$ cat src/rtl/sobe_pkg.sv
// Shared types and widths for the sub-octave bass enhancer and its multiply unit.
package sobe_pkg;

	// Default sample width of the audio ports.
	localparam int SAMPLE_WIDTH_DEF = 24;

	// Operand and result widths of the shared multiply unit.
	localparam int OPA_W = 48;
	localparam int OPB_W = 33;
	localparam int RES_W = 50;

	// Register indexes of the configuration port.
	localparam logic [2:0] REG_ROOT_GAIN    = 3'd0;
	localparam logic [2:0] REG_SUB_GAIN     = 3'd1;
	localparam logic [2:0] REG_FILTER_COEFF = 3'd2;
	localparam logic [2:0] REG_DC_STEP      = 3'd3;
	localparam logic [2:0] REG_BASS_TRIM    = 3'd4;
	localparam logic [2:0] REG_WET_GAIN     = 3'd5;
	localparam logic [2:0] REG_DRY_GAIN     = 3'd6;
	localparam int         REG_COUNT        = 7;

	// Right shift applied to a finished product.
	typedef enum logic [1:0] {
		SH_15,
		SH_22,
		SH_24
	} shift_t;

	// Request from the sequencer to the multiply unit.
	typedef struct packed {
		logic   start;
		shift_t shift;
	} mul_req_t;

	// Status from the multiply unit back to the sequencer.
	typedef struct packed {
		logic busy;
		logic done;
	} mul_rsp_t;

endpackage

$ cat src/rtl/sobe_mul.sv
// Two-pass shared multiplier: 48-bit signed by 33-bit signed product, floored right shift.
module sobe_mul (
	input  logic                                clk,
	input  logic                                arst_n,
	input  sobe_pkg::mul_req_t                  req,
	input  logic signed [sobe_pkg::OPA_W-1:0]   a,
	input  logic signed [sobe_pkg::OPB_W-1:0]   b,
	output sobe_pkg::mul_rsp_t                  rsp,
	output logic signed [sobe_pkg::RES_W-1:0]   result
);
	import sobe_pkg::*;

	localparam int SPLIT  = OPA_W / 2;
	localparam int OP_W   = SPLIT + 1;
	localparam int PROD_W = OP_W + OPB_W;
	localparam int ACC_W  = PROD_W + SPLIT;

	typedef enum logic [1:0] {
		M_IDLE,
		M_LO,
		M_HI
	} mstate_t;

	mstate_t                   state_q;
	logic                      done_q;
	shift_t                    shift_q;
	logic signed [OPA_W-1:0]   a_q;
	logic signed [OPB_W-1:0]   b_q;
	logic signed [ACC_W-1:0]   acc_q;
	logic signed [OP_W-1:0]    op;
	logic signed [PROD_W-1:0]  prod;
	logic signed [ACC_W-1:0]   shifted;

	// The low half of the A operand goes in unsigned first, then the signed high half.
	always_comb begin
		if (state_q == M_HI) begin
			op = {a_q[OPA_W-1], a_q[OPA_W-1:SPLIT]};
		end else begin
			op = {1'b0, a_q[SPLIT-1:0]};
		end
		prod = op * b_q;
	end

	// Sequencing of the two passes.
	always_ff @(posedge clk or negedge arst_n) begin
		if (!arst_n) begin
			state_q <= M_IDLE;
			done_q  <= 1'b0;
		end else begin
			done_q <= 1'b0;
			unique case (state_q)
				M_IDLE: begin
					if (req.start) begin
						state_q <= M_LO;
					end
				end
				M_LO: begin
					state_q <= M_HI;
				end
				M_HI: begin
					state_q <= M_IDLE;
					done_q  <= 1'b1;
				end
				default: begin
					state_q <= M_IDLE;
				end
			endcase
		end
	end

	// Operands and the accumulated product.
	always_ff @(posedge clk) begin
		if (state_q == M_IDLE && req.start) begin
			a_q     <= a;
			b_q     <= b;
			shift_q <= req.shift;
		end
		if (state_q == M_LO) begin
			acc_q <= {{SPLIT{prod[PROD_W-1]}}, prod};
		end else if (state_q == M_HI) begin
			acc_q <= acc_q + {prod, {SPLIT{1'b0}}};
		end
	end

	// Floored shift of the finished product.
	always_comb begin
		unique case (shift_q)
			SH_15:   shifted = acc_q >>> 15;
			SH_22:   shifted = acc_q >>> 22;
			SH_24:   shifted = acc_q >>> 24;
			default: shifted = acc_q;
		endcase
		result   = shifted[RES_W-1:0];
		rsp.busy = (state_q != M_IDLE);
		rsp.done = done_q;
	end

endmodule

$ cat src/rtl/sub_octave_bass_enhancer.sv
// Top level of the sub-octave bass enhancer: register port, sequencer and sample datapath.
// A new sample is taken only once the last one is through; the twelve products of each sample run one
// after another through the single shared multiplier, each as issue, two passes and apply.
// Input stall stays high from acceptance until the result is loaded into the output register.
// Reset clears the filter and integrator state, the sub-octave flip-flop and the output
// register, and returns all configuration registers to their reset values.
module sub_octave_bass_enhancer #(
	parameter int SAMPLE_WIDTH = sobe_pkg::SAMPLE_WIDTH_DEF
) (
	input  logic                           clk,
	input  logic                           arst_n,
	input  logic                           psel,
	input  logic                           penable,
	input  logic                           pwrite,
	input  logic [4:0]                     paddr,
	input  logic [31:0]                    pwdata,
	output logic [31:0]                    prdata,
	output logic                           pready,
	input  logic                           in_valid,
	output logic                           in_stall,
	input  logic signed [SAMPLE_WIDTH-1:0] audio_in,
	input  logic                           block_end,
	output logic                           out_valid,
	input  logic                           out_stall,
	output logic signed [SAMPLE_WIDTH-1:0] audio_out,
	output logic                           block_end_out
);
	import sobe_pkg::*;

	// Sample widened to Q8.24 needs 25 bits.
	localparam int XS_W   = 25;
	localparam int XE_W   = 33;
	localparam int XS_SHL = (SAMPLE_WIDTH < XS_W) ? XS_W - SAMPLE_WIDTH : 0;
	localparam int XS_SHR = (SAMPLE_WIDTH > XS_W) ? SAMPLE_WIDTH - XS_W : 0;
	localparam int SUM_W  = RES_W + 1;
	localparam int FIN_W  = SUM_W + XS_SHR;

	// Register reset values.
	localparam logic [15:0] ROOT_GAIN_RST    = 16'd32768;
	localparam logic [15:0] SUB_GAIN_RST     = 16'd0;
	localparam logic [23:0] FILTER_COEFF_RST = 24'd1174405;
	localparam logic [31:0] DC_STEP_RST      = 32'd24595737;
	localparam logic [23:0] BASS_TRIM_RST    = 24'd4793490;
	localparam logic [15:0] WET_GAIN_RST     = 16'd32768;
	localparam logic [15:0] DRY_GAIN_RST     = 16'd0;

	typedef enum logic [3:0] {
		ST_IDLE,
		ST_ENV,
		ST_MAG,
		ST_ROOT,
		ST_INT,
		ST_CUBE1,
		ST_CUBE2,
		ST_CUBE3,
		ST_DC,
		ST_TRIM,
		ST_SM1,
		ST_SM2,
		ST_DRY,
		ST_WET,
		ST_FINISH
	} state_t;

	// Clamp a wide sum to the signed 32-bit state range.
	function automatic logic signed [31:0] sat32(input logic signed [SUM_W-1:0] v);
		logic [SUM_W-32:0] top;
		top = v[SUM_W-1:31];
		if (&top || ~|top) begin
			return v[31:0];
		end else if (v[SUM_W-1]) begin
			return {1'b1, {31{1'b0}}};
		end else begin
			return {1'b0, {31{1'b1}}};
		end
	endfunction

	// Configuration registers.
	logic [15:0] root_gain_q;
	logic [15:0] sub_gain_q;
	logic [23:0] filter_coeff_q;
	logic [31:0] dc_step_q;
	logic [23:0] bass_trim_q;
	logic [15:0] wet_gain_q;
	logic [15:0] dry_gain_q;

	// Sequencer and datapath registers.
	state_t                          state_q;
	logic                            pending_q;
	logic                            was_neg_q;
	logic                            phase_q;
	logic signed [31:0]              env_q;
	logic signed [31:0]              integ_q;
	logic signed [31:0]              s1_q;
	logic signed [31:0]              s2_q;
	logic signed [XS_W-1:0]          xs_q;
	logic                            blk_q;
	logic signed [OPA_W-1:0]         t_q;
	logic signed [SAMPLE_WIDTH-1:0]  smp_q;
	logic                            out_valid_q;
	logic signed [SAMPLE_WIDTH-1:0]  audio_out_q;
	logic                            block_end_out_q;

	// Combinational signals.
	logic signed [XE_W-1:0]          x_ext;
	logic signed [XE_W-1:0]          xs_full;
	logic                            x_pos;
	logic signed [OPA_W-1:0]         xs_a;
	logic signed [OPA_W-1:0]         env_a;
	logic signed [OPA_W-1:0]         integ_a;
	logic signed [OPA_W-1:0]         s1_a;
	logic signed [OPA_W-1:0]         s2_a;
	logic signed [OPA_W-1:0]         mul_a;
	logic signed [OPB_W-1:0]         mul_b;
	logic signed [RES_W-1:0]         mul_res;
	mul_req_t                        mul_req;
	mul_rsp_t                        mul_rsp;
	logic                            is_mul_state;
	logic signed [SUM_W-1:0]         r_w;
	logic signed [SUM_W-1:0]         upd_base;
	logic                            upd_sub;
	logic signed [SUM_W-1:0]         upd_sum;
	logic signed [31:0]              upd_sat;
	logic signed [SUM_W-1:0]         integ_w;
	logic signed [SUM_W-1:0]         dc_w;
	logic signed [SUM_W-1:0]         dc_sum;
	logic signed [31:0]              dc_sat;
	logic signed [SUM_W-1:0]         fin_sum;
	logic signed [FIN_W-1:0]         fin_ext;
	logic signed [FIN_W-1:0]         fin_scaled;
	logic [FIN_W-SAMPLE_WIDTH:0]     fin_top;
	logic signed [SAMPLE_WIDTH-1:0]  fin_sat;

	assign pready        = 1'b1;
	assign in_stall      = (state_q != ST_IDLE);
	assign out_valid     = out_valid_q;
	assign audio_out     = audio_out_q;
	assign block_end_out = block_end_out_q;

	// Register writes; a write beyond the last register is dropped.
	always_ff @(posedge clk or negedge arst_n) begin
		if (!arst_n) begin
			root_gain_q    <= ROOT_GAIN_RST;
			sub_gain_q     <= SUB_GAIN_RST;
			filter_coeff_q <= FILTER_COEFF_RST;
			dc_step_q      <= DC_STEP_RST;
			bass_trim_q    <= BASS_TRIM_RST;
			wet_gain_q     <= WET_GAIN_RST;
			dry_gain_q     <= DRY_GAIN_RST;
		end else if (psel && penable && pwrite) begin
			unique case (paddr[4:2])
				REG_ROOT_GAIN:    root_gain_q    <= pwdata[15:0];
				REG_SUB_GAIN:     sub_gain_q     <= pwdata[15:0];
				REG_FILTER_COEFF: filter_coeff_q <= pwdata[23:0];
				REG_DC_STEP:      dc_step_q      <= pwdata;
				REG_BASS_TRIM:    bass_trim_q    <= pwdata[23:0];
				REG_WET_GAIN:     wet_gain_q     <= pwdata[15:0];
				REG_DRY_GAIN:     dry_gain_q     <= pwdata[15:0];
				default: ;
			endcase
		end
	end

	// Register read-back.
	always_comb begin
		unique case (paddr[4:2])
			REG_ROOT_GAIN:    prdata = {16'd0, root_gain_q};
			REG_SUB_GAIN:     prdata = {16'd0, sub_gain_q};
			REG_FILTER_COEFF: prdata = {8'd0, filter_coeff_q};
			REG_DC_STEP:      prdata = dc_step_q;
			REG_BASS_TRIM:    prdata = {8'd0, bass_trim_q};
			REG_WET_GAIN:     prdata = {16'd0, wet_gain_q};
			REG_DRY_GAIN:     prdata = {16'd0, dry_gain_q};
			default:          prdata = 32'd0;
		endcase
	end

	// Input sample widened to Q8.24, and its sign for the crossing detector.
	always_comb begin
		x_ext   = {{(XE_W-SAMPLE_WIDTH){audio_in[SAMPLE_WIDTH-1]}}, audio_in};
		xs_full = (x_ext <<< XS_SHL) >>> XS_SHR;
		x_pos   = !audio_in[SAMPLE_WIDTH-1] && (|audio_in);
	end

	// State values widened to the multiplier's A operand.
	always_comb begin
		xs_a    = {{(OPA_W-XS_W){xs_q[XS_W-1]}}, xs_q};
		env_a   = {{(OPA_W-32){env_q[31]}}, env_q};
		integ_a = {{(OPA_W-32){integ_q[31]}}, integ_q};
		s1_a    = {{(OPA_W-32){s1_q[31]}}, s1_q};
		s2_a    = {{(OPA_W-32){s2_q[31]}}, s2_q};
	end

	// Operand selection for the product of the current step.
	always_comb begin
		mul_a         = '0;
		mul_b         = '0;
		mul_req.shift = SH_22;
		is_mul_state  = 1'b1;
		unique case (state_q)
			ST_ENV: begin
				mul_a = xs_a - env_a;
				mul_b = {{(OPB_W-24){1'b0}}, filter_coeff_q};
			end
			ST_MAG: begin
				mul_a         = env_q[31] ? -env_a : env_a;
				mul_b         = {{(OPB_W-16){1'b0}}, sub_gain_q};
				mul_req.shift = SH_15;
			end
			ST_ROOT: begin
				mul_a         = xs_a;
				mul_b         = {{(OPB_W-16){1'b0}}, root_gain_q};
				mul_req.shift = SH_15;
			end
			ST_INT: begin
				mul_a = t_q;
				mul_b = {{(OPB_W-24){1'b0}}, filter_coeff_q};
			end
			ST_CUBE1: begin
				mul_a         = integ_a;
				mul_b         = {integ_q[31], integ_q};
				mul_req.shift = SH_24;
			end
			ST_CUBE2: begin
				mul_a         = t_q;
				mul_b         = {integ_q[31], integ_q};
				mul_req.shift = SH_24;
			end
			ST_CUBE3: begin
				mul_a = t_q;
				mul_b = {{(OPB_W-24){1'b0}}, filter_coeff_q};
			end
			ST_TRIM: begin
				mul_a = integ_a;
				mul_b = {{(OPB_W-24){1'b0}}, bass_trim_q};
			end
			ST_SM1: begin
				mul_a = t_q - s1_a;
				mul_b = {{(OPB_W-24){1'b0}}, filter_coeff_q};
			end
			ST_SM2: begin
				mul_a = s1_a - s2_a;
				mul_b = {{(OPB_W-24){1'b0}}, filter_coeff_q};
			end
			ST_DRY: begin
				mul_a         = xs_a;
				mul_b         = {{(OPB_W-16){1'b0}}, dry_gain_q};
				mul_req.shift = SH_15;
			end
			ST_WET: begin
				mul_a         = s2_a;
				mul_b         = {{(OPB_W-16){1'b0}}, wet_gain_q};
				mul_req.shift = SH_15;
			end
			default: begin
				is_mul_state = 1'b0;
			end
		endcase
		mul_req.start = is_mul_state && !pending_q;
	end

	sobe_mul u_mul (
		.clk    (clk),
		.arst_n (arst_n),
		.req    (mul_req),
		.a      (mul_a),
		.b      (mul_b),
		.rsp    (mul_rsp),
		.result (mul_res)
	);

	// State update: one saturating adder shared by the filter and integrator steps.
	always_comb begin
		r_w      = {mul_res[RES_W-1], mul_res};
		integ_w  = {{(SUM_W-32){integ_q[31]}}, integ_q};
		upd_sub  = 1'b0;
		unique case (state_q)
			ST_ENV:   upd_base = {{(SUM_W-32){env_q[31]}}, env_q};
			ST_SM1:   upd_base = {{(SUM_W-32){s1_q[31]}}, s1_q};
			ST_SM2:   upd_base = {{(SUM_W-32){s2_q[31]}}, s2_q};
			ST_CUBE3: begin
				upd_base = integ_w;
				upd_sub  = 1'b1;
			end
			default:  upd_base = integ_w;
		endcase
		upd_sum = upd_sub ? upd_base - r_w : upd_base + r_w;
		upd_sat = sat32(upd_sum);
	end

	// Constant pull of the integrator toward zero.
	always_comb begin
		dc_w = {{(SUM_W-24){1'b0}}, dc_step_q[31:8]};
		if (!integ_q[31] && (|integ_q)) begin
			dc_sum = integ_w - dc_w;
		end else begin
			dc_sum = integ_w + dc_w;
		end
		dc_sat = sat32(dc_sum);
	end

	// Dry plus wet, back to sample format, saturated.
	always_comb begin
		fin_sum    = {{(SUM_W-OPA_W){t_q[OPA_W-1]}}, t_q} + r_w;
		fin_ext    = {{(FIN_W-SUM_W){fin_sum[SUM_W-1]}}, fin_sum};
		fin_scaled = (fin_ext <<< XS_SHR) >>> XS_SHL;
		fin_top    = fin_scaled[FIN_W-1:SAMPLE_WIDTH-1];
		if (&fin_top || ~|fin_top) begin
			fin_sat = fin_scaled[SAMPLE_WIDTH-1:0];
		end else if (fin_scaled[FIN_W-1]) begin
			fin_sat = {1'b1, {(SAMPLE_WIDTH-1){1'b0}}};
		end else begin
			fin_sat = {1'b0, {(SAMPLE_WIDTH-1){1'b1}}};
		end
	end

	// Sequencer, sample state and output register.
	always_ff @(posedge clk or negedge arst_n) begin
		if (!arst_n) begin
			state_q         <= ST_IDLE;
			pending_q       <= 1'b0;
			was_neg_q       <= 1'b0;
			phase_q         <= 1'b0;
			env_q           <= '0;
			integ_q         <= '0;
			s1_q            <= '0;
			s2_q            <= '0;
			xs_q            <= '0;
			blk_q           <= 1'b0;
			t_q             <= '0;
			smp_q           <= '0;
			out_valid_q     <= 1'b0;
			audio_out_q     <= '0;
			block_end_out_q <= 1'b0;
		end else begin
			// The final step loads a new word, or the downstream side takes the waiting one.
			if (state_q == ST_FINISH && (!out_valid_q || !out_stall)) begin
				out_valid_q <= 1'b1;
			end else if (out_valid_q && !out_stall) begin
				out_valid_q <= 1'b0;
			end

			// Issue tracking for the shared multiplier.
			if (mul_rsp.done) begin
				pending_q <= 1'b0;
			end else if (mul_req.start) begin
				pending_q <= 1'b1;
			end

			unique case (state_q)
				ST_IDLE: begin
					if (in_valid) begin
						xs_q  <= xs_full[XS_W-1:0];
						blk_q <= block_end;
						// The square flips on each rise from non-positive to positive.
						if (x_pos) begin
							if (was_neg_q) begin
								phase_q <= !phase_q;
							end
							was_neg_q <= 1'b0;
						end else begin
							was_neg_q <= 1'b1;
						end
						state_q <= ST_ENV;
					end
				end
				ST_ENV: begin
					if (mul_rsp.done) begin
						env_q   <= upd_sat;
						state_q <= ST_MAG;
					end
				end
				ST_MAG: begin
					if (mul_rsp.done) begin
						t_q     <= mul_res[OPA_W-1:0];
						state_q <= ST_ROOT;
					end
				end
				ST_ROOT: begin
					if (mul_rsp.done) begin
						t_q     <= (phase_q ? t_q : -t_q) + mul_res[OPA_W-1:0];
						state_q <= ST_INT;
					end
				end
				ST_INT: begin
					if (mul_rsp.done) begin
						integ_q <= upd_sat;
						state_q <= ST_CUBE1;
					end
				end
				ST_CUBE1: begin
					if (mul_rsp.done) begin
						t_q     <= mul_res[OPA_W-1:0];
						state_q <= ST_CUBE2;
					end
				end
				ST_CUBE2: begin
					if (mul_rsp.done) begin
						t_q     <= mul_res[OPA_W-1:0];
						state_q <= ST_CUBE3;
					end
				end
				ST_CUBE3: begin
					if (mul_rsp.done) begin
						integ_q <= upd_sat;
						state_q <= ST_DC;
					end
				end
				ST_DC: begin
					integ_q <= dc_sat;
					state_q <= ST_TRIM;
				end
				ST_TRIM: begin
					if (mul_rsp.done) begin
						t_q     <= mul_res[OPA_W-1:0];
						state_q <= ST_SM1;
					end
				end
				ST_SM1: begin
					if (mul_rsp.done) begin
						s1_q    <= upd_sat;
						state_q <= ST_SM2;
					end
				end
				ST_SM2: begin
					if (mul_rsp.done) begin
						s2_q    <= upd_sat;
						state_q <= ST_DRY;
					end
				end
				ST_DRY: begin
					if (mul_rsp.done) begin
						t_q     <= mul_res[OPA_W-1:0];
						state_q <= ST_WET;
					end
				end
				ST_WET: begin
					if (mul_rsp.done) begin
						smp_q   <= fin_sat;
						state_q <= ST_FINISH;
					end
				end
				ST_FINISH: begin
					// Load the output register once it is free or being emptied.
					if (!out_valid_q || !out_stall) begin
						audio_out_q     <= smp_q;
						block_end_out_q <= blk_q;
						state_q         <= ST_IDLE;
					end
				end
				default: begin
					state_q <= ST_IDLE;
				end
			endcase
		end
	end

	// The multiplier is only started when it is free.
	a_start_free: assert property (@(posedge clk) disable iff (!arst_n)
		mul_req.start |-> !mul_rsp.busy)
		else $error("multiplier started while busy");

	// Every finished product belongs to an issued step.
	a_done_pending: assert property (@(posedge clk) disable iff (!arst_n)
		mul_rsp.done |-> pending_q)
		else $error("product finished with no step waiting");

	// An accepted word closes the input right after its acceptance.
	a_accept_stall: assert property (@(posedge clk) disable iff (!arst_n)
		(in_valid && !in_stall) |=> in_stall)
		else $error("input open right after acceptance");

	// A new output word only comes from the final step.
	a_out_source: assert property (@(posedge clk) disable iff (!arst_n)
		$rose(out_valid) |-> $past(state_q == ST_FINISH))
		else $error("output word raised outside the final step");

endmodule

$ cat config.mk
export PLATFORM = sky130hd
export DESIGN_NAME = sub_octave_bass_enhancer
export DESIGN_NICKNAME = d
export VERILOG_FILES = /design/src/rtl/sobe_pkg.sv /design/src/rtl/sobe_mul.sv /design/src/rtl/sub_octave_bass_enhancer.sv
export SDC_FILE = /design/constraint.sdc
export NUM_CORES = 2
export LEC_CHECK = 0
export ABC_AREA = 1
export BUFFER_PORTS_ARGS = -buffer_cell sky130_fd_sc_hd__buf_2
export CORE_MARGIN = 2
export CORE_UTILIZATION = 35
export CTS_CLUSTER_SIZE = 30
export DETAILED_ROUTE_END_ITERATION = 10
export HOLD_SLACK_MARGIN = 0.06
export PLACE_DENSITY = 0.61
export SLEW_MARGIN = 10
export SYNTH_ARGS = -nofsm -noshare
export SYNTH_HDL_FRONTEND = slang
export SYNTH_SLANG_ARGS = --single-unit
$ cat constraint.sdc
create_clock -name clk -period 23 [get_ports clk]
set_clock_uncertainty 0.05 [all_clocks]
set_input_delay 1.15 -clock clk [delete_from_list [all_inputs] [get_ports clk]]
set_output_delay 1.15 -clock clk [all_outputs]
set_load 0.03 [all_outputs]
== Word level (Yosys, flattened, before mapping) ==
Cells that the tools add are included.

* Logic and storage cells: 196
* Register bits: 570
* Output and inout port bits: 60
* Bits of input ports: 69

* Add/subtract/negate cells: 12
* Equal/unequal tests: 41
* Muxes and demuxes: 49
* Reductions and logical operators: 65
* $mul: 1

{| class="wikitable"
|+ Operator list
! cell !! number
|-
| one-hot mux 48 bit (8 select lines) || 1
|-
| one-hot mux 33 bit (7 select lines) || 1
|-
| one-hot mux 32 bit (7 select lines) || 1
|-
| two-way mux 48 bit || 4
|-
| two-way mux 82 bit || 2
|-
| two-way mux 32 bit || 5
|-
| one-hot mux 51 bit (3 select lines) || 1
|-
| one-hot mux 50 bit (3 select lines) || 1
|-
| two-way mux 51 bit || 2
|-
| one-hot mux 48 bit (2 select lines) || 1
|-
| adder 82 bit || 1
|-
| one-hot mux 32 bit (2 select lines) || 1
|-
| one-hot mux 4 bit (15 select lines) || 1
|-
| multiplier 25 x 33 -> 58 bit || 1
|-
| two-way mux 4 bit || 14
|-
| adder 48 x 50 -> 51 bit || 1
|-
| adder 51 x 50 -> 51 bit || 1
|-
| subtractor 51 x 50 -> 51 bit || 1
|-
| adder 48 bit || 1
|-
| two-way mux 24 bit || 2
|-
| negation 32 -> 48 bit || 1
|-
| negation 48 bit || 1
|-
| subtractor 48 x 32 -> 48 bit || 1
|-
| AND reduction 20 bit || 2
|-
| 41 further kinds || 120
|}

== Depth between registers and ports, before layout ==
* Depth in word-level cells: 10
* Mapped depth: 50
* Gate-level depth less buffers: 47

== Modules after synthesis ==
A second synthesis with hierarchy kept.

* Cells, all modules: 12521
* Area total of the unflattened synthesis: 86030.0 µm²

{| class="wikitable"
|+ By module, submodules not included
! module !! times used !! sequential area each (µm²) !! area each (µm²) !! cells each
|-
| sub_octave_bass_enhancer || 1 || 10103.4 || 45976.6 || 7574
|-
| sobe_mul || 1 || 4789.6 || 40053.4 || 4947
|}

== Least setup slack after synthesis ==
OpenSTA, ideal clock, no wires.

* Kind: reg2reg
* Start: reg u_mul.state_q[0]
* End: reg u_mul.acc_q[73] (data pin)
* Required time: 22.683 ns
* Setup slack: 13.762 ns
* Arrival: 8.921 ns
* Buffers on the path: 4
* Cell stages (with the launch flop): 43
* Setup time: 0.267 ns
* Period minus slack after synthesis: 9.238 ns
* Cells stage by stage: dfrtp_1 -> inv_1 -> ha_1 -> clkbuf_1 -> inv_1 -> clkbuf_1 -> or2_2 -> o21ai_0 -> clkbuf_1 -> clkbuf_1 -> nor2_1 -> fa_1 -> fa_1 -> inv_1 -> fa_1 -> inv_1 -> fa_1 -> fa_1 -> (+7 left out) -> inv_1 -> nor4_1 -> nand4_1 -> nand3_1 -> xor2_1 -> ha_1 -> nand2_1 -> nor3_1 -> inv_1 -> nor2_1 -> and3_1 -> nand3_1 -> nand3_1 -> nand2_1 -> o211ai_1 -> a21oi_1 -> a21oi_1 -> o21ai_0

* Cells in the longest elaborated chain, start to end: 6
* Elaborated cells on any way between the ends: 7
* Those cells by class: 1 x add/sub; 1 x mul; 2 x eq/ne; 3 x mux

{| class="wikitable"
|+ RTL lines
! what !! line !! text
|-
| start, declared || sobe_mul.sv:24 || <nowiki>mstate_t state_q;</nowiki>
|-
| start signal, assigned || sobe_mul.sv:47 || <nowiki>state_q <= M_IDLE;</nowiki>
|-
| start signal, assigned || sobe_mul.sv:54 || <nowiki>state_q <= M_LO;</nowiki>
|-
| start signal, assigned || sobe_mul.sv:58 || <nowiki>state_q <= M_HI;</nowiki>
|-
| == test 2 bit || sobe_mul.sv:36 || <nowiki>if (state_q == M_HI) begin</nowiki>
|-
| two-way mux 25 bit || sobe_mul.sv:36 ||
|-
| multiplier 25 x 33 -> 58 bit || sobe_mul.sv:41 || <nowiki>prod = op * b_q;</nowiki>
|-
| adder 82 bit || sobe_mul.sv:81 || <nowiki>acc_q <= acc_q + {prod, {SPLIT{1'b0}}};</nowiki>
|-
| two-way mux 82 bit || sobe_mul.sv:80 || <nowiki>end else if (state_q == M_HI) begin</nowiki>
|-
| two-way mux 82 bit * || sobe_mul.sv:78 || <nowiki>if (state_q == M_LO) begin</nowiki>
|-
| end signal, assigned || sobe_mul.sv:79 || <nowiki>acc_q <= {{SPLIT{prod[PROD_W-1]}}, prod};</nowiki>
|-
| end signal, assigned || sobe_mul.sv:81 ||
|-
| end, declared || sobe_mul.sv:29 || <nowiki>logic signed [ACC_W-1:0] acc_q;</nowiki>
|}

Mark *: on every way between the ends. The rest lies on a longest branch, timed or not. The select of a mux whose other input is x is not followed.
A chain may end at the register's enable or synchronous reset.

== Worst setup path after layout ==
Same ends and word-level chain as after synthesis.

==> flow_summary_export.csv <==
group,metric,value,unit
run_status,status,"complete, no violations",
global_route,grt_start_max_net_pins,152,
synthesis,synth_edf_count,156,
floorplanning,dieWidth,487.4,µm
cts,cts_tree,"built",
synthesis,yosysMostFrequentCell,"nand2_1",
synthesis,synth_mux_area_share,0.04131,%
cts,cts_made_buffers,69,
drt,drtIter0Drc,8912,
setup_path,cp.buffers_inverters,11,
sta,finalHoldViolCount,0,
synthesis,synth_area_leaders,"fa_1, nand2_1, dfrtp_1",
cts,clk_latency,0.75,ns
synthesis,async_flop_share,72.19,%
sta,fmax,0.08341,GHz
drt,drt-met1-wl,137.9,mm
synthesis,synthSimpleGateAreaFrac,23.87,%
place,place_area,0.08605,mm²
drt,vias,80795,
min_path,hold_class,"primary input to asynchronous set/reset pin",
cts,cts_sinks,561,
place,post-place-cells,14556,
cts,post_cts_buffers,0,
drt,top_layer,"met5",
sta,max-slew-margin-rel,16.44,%
finish,layout-area-overhead-vs-synth,8.356,%
drt,drc,0,
place,place.gp.congestion,1.073,
synthesis,netlist_top_cells_count,"nand2_1, inv_1, nor2_1",
cts,cts-root-buf,"clkbuf_16",
drt,routed_wl,343.6,mm
synthesis,synth_cell_types,65,
sta,setup_viol,0,
drt,antenna_left,0,
sta,tns,0,ns
synthesis,avgSynthCellArea,7.047,µm²
drt,wl_per_cell,23.40,µm
sta,min_period_over_period,52.13,%
cts,ctsLongestPathBuffers,3,
global_route,grt_pass1_wl,508.0,mm
floorplanning,start_util,35.16,%
floorplanning,fp.coreArea,0.2325,mm²
synthesis,synth-xor-area-share,3.588,%
cts,clk_pin_slew_worst_paths,0.06,ns
synthesis,ys_ff_latch,561,
drt,met2_wirelength,145.8,mm
setup_path,critical-path-top-delay-family,"adder cells",
floorplanning,core.rowCount,177,
cts,h-tree-depth,3,
synthesis,synth_seq_area_share,18.18,%
synthesis,ys.warnings.count,0,
floorplanning,io_pins,129,
setup_path,critPathKind,"flip-flop to flip-flop",
setup_path,cp-end-kind,"flip-flop",
global_route,grt_use_total,28.63,%
synthesis,synth_top_family_by_area,"adder cells",
synthesis,synth_compound_area_share,14.79,%
drt,met3RoutedLength,35.00,mm
drt,viasPerCell,5.501,
setup_path,critPathMaxStageDelay,0.81,ns
cts,cts_hold_buf,0,
finish,final_nets,12992,
synthesis,syn_area,0.08177,mm²
place,dp_hpwl,276.1,mm
place,io_buffers,125,
setup_path,crit_slowest_cell,"clkinv_1",
floorplanning,dieHeight,487.4,µm
sta,final.min_clock_period,11.99,ns
global_route,grt_pass1_vias,78045,
drt,dr.pass1.iters,7,
synthesis,synth_flop_cell,"dfrtp_1",
cts,postCtsResizedCells,0,
finish,fin_area,0.08860,mm²
flow_run,maxCapViolations,0,
setup_path,critPathArrivalTime,12.36,ns
sta,tightest_slew,1.244,ns
sta,rsz0062_at_grt,"no",
synthesis,synthAdderAreaFrac,28.15,%
synthesis,synthCells,11604,
synthesis,synth_top_area_share,20.42,%
finish,final_cells,14688,
setup_path,cp_data_required_time,23.37,ns
sta,slew_viol_final,0,
setup_path,cp-start-kind,"flip-flop",
finish,layout-drive-gt1-share,4.992,%
global_route,antenna_found_initial,15,
global_route,grt_overflow,0,
floorplanning,die_area,0.2375,mm²
setup_path,cp_max_fo,27,
synthesis,syn-num-nets,13012,
synthesis,yosysTopAreaCell,"fa_1",
## through the flow
step           worst slack [ns]  hold WS (ns)  utilization [%]
6_report                  11.01        0.3970            38.10
5_1_grt                   10.59        0.4497            38.10
4_1_cts                   11.19        0.3869            38.10
3_5_place_dp              11.23        0.4159            37.01
3_3_place_gp              11.32        0.4103            37.01
2_1_floorplan             13.76        0.3957                -
## layout make-up
class	count	area, µm²
Multi-Input combinational cell	8585	57780
Clock inverter	49	748.2
Sequential cell	561	14860
Antenna cell	7	17.52
Inverter	2099	7879
Tap cell	3043	3807
Fill cell	25132	143900
Clock buffer	76	1783
Timing Repair Buffer	268	1722
## state kept, by name, indices dropped and copies added, names as in the netlist, 24 cells and up
signal / cells
s1_q: 32
integ_q: 32
env_q: 32
xs_q: 24
u_mul.b_q: 32
s2_q: 32
dc_step_q: 32
smp_q: 24
u_mul.a_q: 48
bass_trim_q: 24
t_q: 48
audio_out: 24
u_mul.acc_q: 74
filter_coeff_q: 24
## kinds of logic after synthesis
group                    after synthesis
AO/OA/AOI/OAI                       2143
XOR/XNOR                             335
adder cells (fa/ha/maj)             1339
buffers and inverters               2458
flip-flops                           561
multiplexers                           3
other                                  1
AND/OR/NAND/NOR                     4764
## routing by layer
metal / up-vias / GRT usage (%)
met2: 4131 / 43.27
met3: 916 / 6.394
met5: - / 0
met4: 10 / 17.36
met1: 38684 / 37.24
li1: 37054 / -
## placed cells by master, fill, tap and decap left out, drive strengths merged, types with 6 or more instances in the layout
master and instances:
xnor2 84, o211ai 32, buf 268, nor2 1235, nand4 148, a21o 26, clkbuf 76, fa 834
xor2 251, a31oi 105, a211oi 7, a2111oi 6, o221ai 33, dfstp 35, clkinv 37, ha 505
o31ai 10, and3 10, or2 79, nand3 476, diode 7, inv 2095, bufinv 11, dfrtp 370
o22ai 59, o2111ai 34, o21bai 38, edfxtp 156, nor3 111, a221oi 57, nor4 49, o21ai 836
nand2 2634, a21oi 758, nand3b 17, a21boi 45, o21a 45, a22oi 31
## final timing paths
path | from | endpoint | slack [ns] | depth (start not counted)
max in group asynchronous | arst_n | dc_step_q[7]$_DFFE_PN0P_ | 19.48 | 4
setup reg to reg | u_mul.state_q[0]$_DFFE_PN0P_ | u_mul.acc_q[73]$_DFFE_PP_ | 11.01 | 41
min in group clk | audio_out[21]$_DFFE_PN0P_ | audio_out[21]$_DFFE_PN0P_ | 0.43 | 2
setup / recovery | u_mul.state_q[0]$_DFFE_PN0P_ | u_mul.acc_q[73]$_DFFE_PP_ | 11.01 | 41
hold reg to reg | audio_out[21]$_DFFE_PN0P_ | audio_out[21]$_DFFE_PN0P_ | 0.43 | 2
hold / removal | arst_n | t_q[27]$_DFFE_PN0P_ | 0.40 | 1
Power is not shown: default switching activity piles up to over one toggle a cycle in this logic, so the estimate is an artifact.
